[config.mk]
export PLATFORM = sky130hd
export DESIGN_NAME = ialu_cell
export DESIGN_NICKNAME = d
export VERILOG_FILES = /design/src/ialu_pkg.sv /design/src/ialu_cell.sv
export SDC_FILE = /design/constraint.sdc
export NUM_CORES = 1
export LEC_CHECK = 0
export ABC_AREA = 1
export ABC_CLOCK_PERIOD_IN_PS = 2530
export BUFFER_PORTS_ARGS = -buffer_cell sky130_fd_sc_hd__buf_2
export CORE_AREA = 2 2 207 209
export CTS_BUF_LIST = sky130_fd_sc_hd__clkbuf_2 sky130_fd_sc_hd__clkbuf_4 sky130_fd_sc_hd__clkbuf_8
export DETAILED_ROUTE_END_ITERATION = 8
export DIE_AREA = 0 0 209 211
export GPL_ROUTABILITY_DRIVEN = 0
export RECOVER_POWER = 100
export SLEW_MARGIN = 15
export SYNTH_ARGS = -nofsm -noshare
export SYNTH_HDL_FRONTEND = slang
export SYNTH_SLANG_ARGS = --single-unit
[constraint.sdc]
create_clock -name clk_i -period 2.53 [get_ports clk_i]
set_clock_uncertainty 0.15 [all_clocks]
set_input_delay 0 -clock clk_i [delete_from_list [all_inputs] [get_ports clk_i]]
set_output_delay 0 -clock clk_i [all_outputs]
set_load 0.05 [all_outputs]
[src/ialu_pkg.sv]
// Package with ALU operation codes, widths and shared types.
`timescale 1ns / 1ps
package ialu_pkg;
  localparam int unsigned DataWidth = 64;
  localparam int unsigned FieldWidth = 64;
  localparam int unsigned ModeWidth = 4;

  typedef enum logic [ModeWidth-1:0] {
    OP_ADD = 4'd0, OP_SUB = 4'd1, OP_MUL = 4'd2, OP_DIV = 4'd3, OP_REM = 4'd4,
    OP_AND = 4'd5, OP_OR = 4'd6, OP_XOR = 4'd7, OP_SHL = 4'd8, OP_SHR = 4'd9,
    OP_GT = 4'd10, OP_LT = 4'd11, OP_EQ = 4'd12
  } op_e;

  // Control that travels alongside the data through the cell chain.
  typedef struct packed {
    logic         valid;
    logic [ModeWidth-1:0] mode;
    logic         sgn;
    logic         neg_q;
    logic         neg_r;
    logic         zero_div;
  } ctl_t;
endpackage

[src/ialu_cell.sv]
// One restoring-division cell: retires one quotient bit and passes its work on.
`timescale 1ns / 1ps
module ialu_cell #(
  parameter int unsigned W = ialu_pkg::DataWidth
) (
  input  logic            clk_i,
  input  logic            rst_ni,
  input  logic            en_i,
  input  ialu_pkg::ctl_t  ctl_i,
  input  logic [W-1:0]    rem_i,
  input  logic [W-1:0]    quo_i,
  input  logic [W-1:0]    div_i,
  input  logic [W-1:0]    res_i,
  output ialu_pkg::ctl_t  ctl_o,
  output logic [W-1:0]    rem_o,
  output logic [W-1:0]    quo_o,
  output logic [W-1:0]    div_o,
  output logic [W-1:0]    res_o
);
  logic [W:0]   trial;
  logic [W:0]   diff;
  logic [W-1:0] rem_d, quo_d;

  always_comb begin
    trial = {rem_i, quo_i[W-1]};
    diff  = trial - {1'b0, div_i};
    if (!diff[W]) begin
      rem_d = diff[W-1:0];
      quo_d = {quo_i[W-2:0], 1'b1};
    end else begin
      rem_d = trial[W-1:0];
      quo_d = {quo_i[W-2:0], 1'b0};
    end
  end

  always_ff @(posedge clk_i or negedge rst_ni) begin
    if (!rst_ni) begin
      ctl_o <= '0;
    end else if (en_i) begin
      ctl_o <= ctl_i;
    end
  end

  always_ff @(posedge clk_i) begin
    if (en_i) begin
      rem_o <= rem_d;
      quo_o <= quo_d;
      div_o <= div_i;
      res_o <= res_i;
    end
  end
endmodule

# Word level (Yosys, flattened, before mapping)
# Index checks and enable logic that the tools add are counted.
# Widths: inputs -> output; s select.
# classes
muxes	2
n_addsub	1
# ops
operator	n
$sub 65x64->65	1
$mux 64	1
$mux 1	1
# word_totals
out_inout_bits	265
in_bits	268
wordCells	13
reg_bits	265

# Logic depth before layout (Yosys ltp)
# Gate-level depths: netlist of run 1.
# logic_depth
word_depth	2
mapped_depth	20
depth_no_buf	18

# Worst setup path before layout of run 1
# Ideal clock, no wire load.
# synth_path
path_kind	in2reg
startpoint	input port quo_i[63]
endpoint	register rem_o[41] (data pin)
stages	19
t_required_ns	2.128
setup_ns	0.252
n_path_buf	2
t_arrival_ns	1.814
path_slack_ns	0.314
path_cell_list	inv_1 -> ha_1 -> fa_1 -> inv_1 -> nand2_1 -> nand2_1 -> nand3_1 -> nand2_2 -> nand2_1 -> nand2_2 -> nand2_1 -> nand2_2 -> nand2_2 -> nand3_1 -> nand2_2 -> buf_12 -> buf_12 -> nand2_2 -> nand2_1
# synth_via
elab_chain_cells	2
# synth_rtl
element	line_no	text
start: declaration	ialu_cell.sv:11	input logic [W-1:0] quo_i,
$sub 65x64->65	ialu_cell.sv:26	diff = trial - {1'b0, div_i};
$mux 64	ialu_cell.sv:27	if (!diff[W]) begin
net rem_d[41]	ialu_cell.sv:22	logic [W-1:0] rem_d, quo_d;
end signal: assignment	ialu_cell.sv:46	rem_o <= rem_d;
end: declaration	ialu_cell.sv:15	output logic [W-1:0] rem_o,
# The timed path passes the listed nets, and every way through them passes these cells.
# A chain may end at the register's enable or synchronous reset.

# Worst setup path in the final report of run 1
# layout_path
startpoint	input port div_i[34]
endpoint	register rem_o[61] (data pin)
# layout_via
elab_chain_cells	2
# layout_rtl
element	line_no	text
start: declaration	ialu_cell.sv:12	input logic [W-1:0] div_i,
$sub 65x64->65	ialu_cell.sv:26	
$mux 64	ialu_cell.sv:27	
net rem_d[61]	ialu_cell.sv:22	
# The timed path passes the listed nets, and every way through them passes these cells.

==> results of run 1 <==
## metal layers
metal,global-route usage [%],wire length [um]
met5,0,0
met4,12.88,3033
met3,6.170,4575
met2,47.47,30170
met1,31.33,24430
## report_power, final
| part | internal, mW | switching [mW] |
|---|---|---|
| Clock | 2.53 | 1.92 |
| Sequential | 5.33 | 0.149 |
| Combinational | 1.43 | 3.32 |
## cells by family after synthesis
kind of cell / Yosys count / share of synthesized area (%)
simple gates: 1044 / 27.52
buf+inv: 410 / 10.67
flops: 265 / 51.83
fa+ha+maj: 65 / 5.376
compound gates: 62 / 2.164
xor+xnor: 31 / 1.778
mux: 9 / 0.6638
## critical path, cell delays in order
cell and delay (ns):
dlygate4sd3_1 0.54, buf_2 0.12, inv_1 0.06, ha_1 0.38, nand2_1 0.11, nor2_1 0.19
inv_1 0.06, nor3_1 0.29, nand2_1 0.17, nor3_1 0.25, nand2_1 0.17, nand3_1 0.10
nand2_1 0.08, nand2_2 0.07, nand2_1 0.04
## cells in the final DEF, fill, tap and decap left out, drive strengths merged
master and n:
a21oi 51, and3 2, buf 254, bufinv 5, clkbuf 383, clkinv 13
clkinvlp 3, dfrtp 9, diode 8, dlygate4sd3 468, edfxtp 256, fa 1
ha 64, inv 396, mux2 9, nand2 824, nand3 70, nand3b 1
nand4 18, nor2 111, nor3 12, nor4 4, o21ai 3, o21bai 8
or2 2, xnor2 1, xor2 30
## how the worst max path moves through the flow
| stage | from | endpoint | slack (ns) | cells after the start |
|---|---|---|---|---|
| floorplan | quo_i[63] | rem_o[41]$_DFFE_PP_ | 0.31 | 19 |
| global placement | quo_i[63] | rem_o[62]$_DFFE_PP_ | 0.06 | 16 |
| detailed placement | quo_i[63] | rem_o[1]$_DFFE_PP_ | -0.02 | 20 |
| CTS | quo_i[63] | rem_o[24]$_DFFE_PP_ | 0.09 | 21 |
| global route | div_i[19] | rem_o[40]$_DFFE_PP_ | 0.009 | 15 |
| finish | div_i[34] | rem_o[61]$_DFFE_PP_ | 0.11 | 15 |
## what timing repair did
item	in CTS	in global routing
gates resized for setup	0	14
endpoints found under the setup margin	0	65
hold buffers	468	0
endpoints found under the hold margin	495	0
## layout make-up
class	instances	area [sq um]	area share, %
diodes	8	20.02	0.08273
multi-input cells	1211	5771	23.85
clock buffers	62	784.5	3.242
repair buffers	1043	7320	30.25
flip-flops and latches	265	7913	32.70
inverters	396	1486	6.142
well taps	539	674.4	2.787
clock inverters	21	231.5	0.9565
## synthesized netlist by cell type, types with 7 or more instances
cell type / count / area (sq um)
nand2_1: 794 / 2980
inv_1: 391 / 1468
edfxtp_1: 256 / 7687
nor2_1: 103 / 386.6
nand3_1: 70 / 350.3
ha_1: 64 / 800.8
a21oi_1: 51 / 255.2
xor2_1: 30 / 262.8
nand2_2: 29 / 181.4
nand4_1: 18 / 112.6
nor3_1: 12 / 60.06
dfrtp_1: 9 / 225.2
mux2_2: 9 / 101.4
o21bai_1: 8 / 60.06
nor2_2: 7 / 43.79
## state kept, by name, indices dropped and copies added, names as in the netlist
signal / flops
rem_o: 64
res_o: 64
div_o: 64
quo_o: 64
ctl_o: 9
## through the flow
step / area [sq um] / instances / power, mW
2_1_floorplan: 15270 / 1886 / 8.403
5_1_grt: 24190 / 3543 / 15.31
3_3_place_gp: 18870 / 2984 / 9.689
4_1_cts: 24570 / 3535 / 14.72
3_5_place_dp: 18870 / 2984 / 9.719
6_report: 24200 / 3545 / 14.68
==> flow_metrics.env, run 1 <==
export IMPL_fin_tns_setup_ns=0
export IMPL_crit_type="in2reg"
export IMPL_cts_buffers=48
export IMPL_cts_buffer_depth=3
export IMPL_cts_tree="built"
export IMPL_rr_endpoint="ctl_o[3]$_DFFE_PN0P_"
export IMPL_cts_root_buffer="clkbuf_8"
export IMPL_postRouteAntennaNets=0
export IMPL_critical_path_required_ns=2.75
export IMPL_netlist_area_sq_mm=0.01527
export IMPL_worstHoldPathCells=2
export IMPL_drt_initial_drc_count=1056
export IMPL_async_reset_ff_share_pct=3.396
export IMPL_hold_class="in2reg"
export IMPL_drive_gt1_share_pct=13.11
export IMPL_ys_types=34
export IMPL_synth_fp_nets=2219
export IMPL_startpoint_type="primary input"
export IMPL_dr_pass1_iters=7
export IMPL_initial_core_util_pct=36.56
export IMPL_num_vias=16320
export IMPL_avgViaCountPerCell=4.603
export IMPL_grt_pass1_wl_um=91830
export IMPL_drv_slew=0
export IMPL_p_leak_nw=11.88
export IMPL_first_global_vias=16770
export IMPL_coreArea_sq_mm=0.04176
export IMPL_area_delta_synth_final_pct=58.51
export IMPL_fp_dieArea_sq_mm=0.04410
export IMPL_htree_levels=2
export IMPL_p_per_area_mw_per_mm2=606.8
export IMPL_finalSetupViolCount=0
export IMPL_fin_nets=3298
export IMPL_rsz0062_at_grt="no"
export IMPL_ys_ff_latch=265
export IMPL_cp_arrival_ns=2.63
export IMPL_grt_overflow_total=0
export IMPL_yosysSeqAreaShare_pct=51.83
export IMPL_grt_usage_pct=27.05
export IMPL_synth_ff_type="edfxtp_1"
export IMPL_irDropWorstVdd_v=0.0003728
export IMPL_die_x_um=209
export IMPL_final_util_pct=57.95
export IMPL_drcViolationCount=0
export IMPL_timing_final_crit_share_pct=95.57
export IMPL_cts_setup_buffers=0
export IMPL_io_buffers=532
export IMPL_grt_max_degree=68
export IMPL_synth_edff_count=256
export IMPL_worstHoldStart="div_i[25]"
export IMPL_fmax_mhz=413.6
export IMPL_max_cap_violations=0
export IMPL_finalHoldViolations=0
export IMPL_yosysWarningCount=0
export IMPL_dp_slack_ns=-0.02068
export IMPL_worst_slack_ns=0.1121
export IMPL_synth_cells=1886
export IMPL_end_kind="register"
export IMPL_syn_area_per_cell_sq_um=8.095
export IMPL_worstPathMaxFanout=5
export IMPL_clkTransAtPathRegs_ns=0.07
export IMPL_avgRoutedWirePerCell_um=17.55
export IMPL_status="finished, final reports clean"
export IMPL_cts_sinks=265
export IMPL_worst_pin_slew_ns=1.448
export IMPL_rr_worst_depth=2
export IMPL_worstReg2RegStart="ctl_o[3]$_DFFE_PN0P_"
export IMPL_fill_cells=3876
export IMPL_num_rows=75
export IMPL_reg2reg_slack_ns=1.00
export IMPL_drt_total_wl_um=62210
export IMPL_timing_hold_ws_ns=0.04815
export IMPL_dieHeight_um=211
export IMPL_worstSkewPairLatency_ns=0.61
export IMPL_grt_antenna_before_repair=7
export IMPL_hpwl_um=43350
export IMPL_finalCriticalPeriod_ns=2.418
export IMPL_slew_limit_headroom_pct=3.490
export IMPL_hold_end="div_o[25]$_DFFE_PP_"
export IMPL_io_pins=533
Note: power is estimated with default switching activity, not from simulation.
==> run 2, diff against run 1 <==
--- a/config.mk
+++ b/config.mk
@@ -13,6 +13,7 @@
 export DETAILED_ROUTE_END_ITERATION = 8
 export DIE_AREA = 0 0 209 211
 export GPL_ROUTABILITY_DRIVEN = 0
+export PLACE_DENSITY = 0.71
 export RECOVER_POWER = 100
 export SLEW_MARGIN = 15
 export SYNTH_ARGS = -nofsm -noshare
==> run 2 against run 1 <==
  * Fmax fell by 3.5%
  * Combinational power is 2% higher
  * Cell count about the same
  * Worst hold slack lost 0.016 ns
  * First-iteration DRC count rose by 15%
  * Via count up 2.5%
  * Sequential share of layout area fell by 0.20 points
  * Die area stayed put
  * Worst setup slack got worse by 0.088 ns
  * Register-to-register slack worse by 0.03 ns
  * Clock power shrank 7.0%
  * Clock-buffer cell count fell by 1
==> flow_metrics.env, run 2 (same netlist as run 1, synthesis figures left out) <==
export IMPL_avgViaCountPerCell=4.717
export IMPL_p_per_area_mw_per_mm2=595.7
export IMPL_fin_nets=3301
export IMPL_grt_overflow_total=0
export IMPL_fin_area_sq_mm=0.02435
export IMPL_finalHoldViolations=0
export IMPL_grt_usage_pct=28.08
export IMPL_dieHeight_um=211
export IMPL_end_kind="register"
export IMPL_drv_slew=0
export IMPL_worst_pin_slew_ns=1.170
export IMPL_startpoint_type="primary input"
export IMPL_cts_sinks=265
export IMPL_clkTransAtPathRegs_ns=0.07
export IMPL_die_x_um=209
export IMPL_hold_class="in2reg"
export IMPL_worstPathMaxFanout=4
export IMPL_hpwl_um=42570
export IMPL_max_cap_violations=0
export IMPL_slew_limit_headroom_pct=21.98
export IMPL_drcViolationCount=0
export IMPL_cts_buffers=46
export IMPL_area_delta_synth_final_pct=59.48
export IMPL_first_global_vias=17020
export IMPL_p_leak_nw=11.96
export IMPL_io_pins=533
export IMPL_critical_path_required_ns=2.74
export IMPL_postRouteAntennaNets=0
export IMPL_cts_buffer_depth=3
export IMPL_timing_hold_ws_ns=0.03255
export IMPL_cts_tree="built"
export IMPL_irDropWorstVdd_v=0.0004196
export IMPL_fp_dieArea_sq_mm=0.04410
export IMPL_avgRoutedWirePerCell_um=18.06
export IMPL_dr_pass1_iters=8
export IMPL_drive_gt1_share_pct=13.69
export IMPL_drt_total_wl_um=64050
export IMPL_fmax_mhz=399.1
export IMPL_grt_pass1_wl_um=95260
export IMPL_initial_core_util_pct=36.56
export IMPL_io_buffers=532
export IMPL_cts_root_buffer="clkbuf_8"
export IMPL_regArea_sq_mm=0.007913
export IMPL_worstSkewPairLatency_ns=0.61
export IMPL_grt_max_degree=99
export IMPL_fill_cells=3760
export IMPL_drt_initial_drc_count=1216
export IMPL_layout_commonest_cell="nand2_1"
export IMPL_status="finished, final reports clean"
export IMPL_cp_arrival_ns=2.72
export IMPL_finalCriticalPeriod_ns=2.506
export IMPL_crit_type="in2reg"
export IMPL_mostFrequentLayoutCells="nand2_1 (788), dlygate4sd3_1 (470), inv_1 (390), clkbuf_1 (312), edfxtp_1 (256)"
export IMPL_coreArea_sq_mm=0.04176
export IMPL_multi_input_area_sq_mm=0.005867
export IMPL_timing_final_crit_share_pct=99.04
export IMPL_num_rows=75
export IMPL_finalSetupViolCount=0
export IMPL_grt_antenna_before_repair=6
export IMPL_num_vias=16730
export IMPL_htree_levels=2
export IMPL_place_area_sq_mm=0.01889
export IMPL_reg2reg_slack_ns=0.97
[run 2: changes by cell type in the layout (fill, tap and decap cells not counted), sizes merged]
cell / change
buf: +6
clkbuf: -4
clkinv: +3
bufinv: -2
clkinvlp: -2
diode: -2
dlygate4sd3: +2
inv: +1
[run 2: routing by layer]
| metal | wire [um] | track usage, % | vias up |
|---|---|---|---|
| li1 | - | - | 8012 |
| met5 | 0 | 0 | - |
| met1 | 24170 | 31.39 | 7703 |
| met3 | 4735 | 6.215 | 228 |
| met2 | 31540 | 50.03 | 789 |
| met4 | 3599 | 15.00 | 0 |
[run 2: cell type report]
| type | count | share of cell area (%) |
|---|---|---|
| Clock inverter | 21 | 0.7348 |
| Inverter | 396 | 6.105 |
| Antenna cell | 6 | 0.06166 |
| Sequential cell | 265 | 32.50 |
| Tap cell | 539 | 2.770 |
| Clock buffer | 61 | 3.063 |
| Timing Repair Buffer | 1048 | 30.67 |
| Multi-Input combinational cell | 1211 | 24.10 |
[run 2: where the power goes]
group	total (mW)	switching (mW)	internal (mW)
registers	5.50	0.165	5.33
clock network	4.15	1.91	2.23
logic	4.86	3.38	1.49
total	14.5	5.45	9.05
[run 2: worst paths after layout]
check | depth (start not counted) | startpoint | end
max in group asynchronous | 3 | rst_ni | ctl_o[4]$_DFFE_PN0P_
hold reg to reg | 2 | ctl_o[7]$_DFFE_PN0P_ | ctl_o[7]$_DFFE_PN0P_
hold / removal | 2 | div_i[25] | div_o[25]$_DFFE_PP_
setup reg to reg | 2 | ctl_o[0]$_DFFE_PN0P_ | ctl_o[0]$_DFFE_PN0P_
min in group asynchronous | 3 | rst_ni | ctl_o[7]$_DFFE_PN0P_
setup / recovery | 16 | div_i[16] | rem_o[36]$_DFFE_PP_
[run 2: critical path, stage by stage]
cell and delay, ns:
dlygate4sd3_1 0.55, clkbuf_1 0.14, inv_1 0.07, ha_1 0.35, nand2_1 0.13, nor2_1 0.24, buf_4 0.17, nand2_1 0.08
inv_1 0.09, nand3b_1 0.08, nand3_1 0.25, nand3_1 0.16, nand3_1 0.10, nand2_1 0.13, nand2_2 0.10, nand2_1 0.06
[run 2: stage by stage]
step           power (mW)  util (%)  setup TNS, ns  setup slack, ns  std cells
2_1_floorplan       8.403         -              0           0.3145       1886
3_3_place_gp        9.690     45.24              0          0.06784       2984
3_5_place_dp        9.733     45.24      -0.001201        -0.001201       2984
4_1_cts             14.41     58.72              0          0.09163       3536
5_1_grt             15.13     58.30      -0.004523        -0.004206       3546
6_report            14.50     58.31              0          0.02422       3547
[run 2: what timing repair did]
| item | 4_1_cts | 5_1_grt |
|---|---|---|
| hold endpoints to repair | 530 | 0 |
| endpoints found under the setup margin | 0 | 65 |
| setup buffers | 0 | 2 |
| hold buffers | 470 | 0 |
| resized for setup | 0 | 31 |
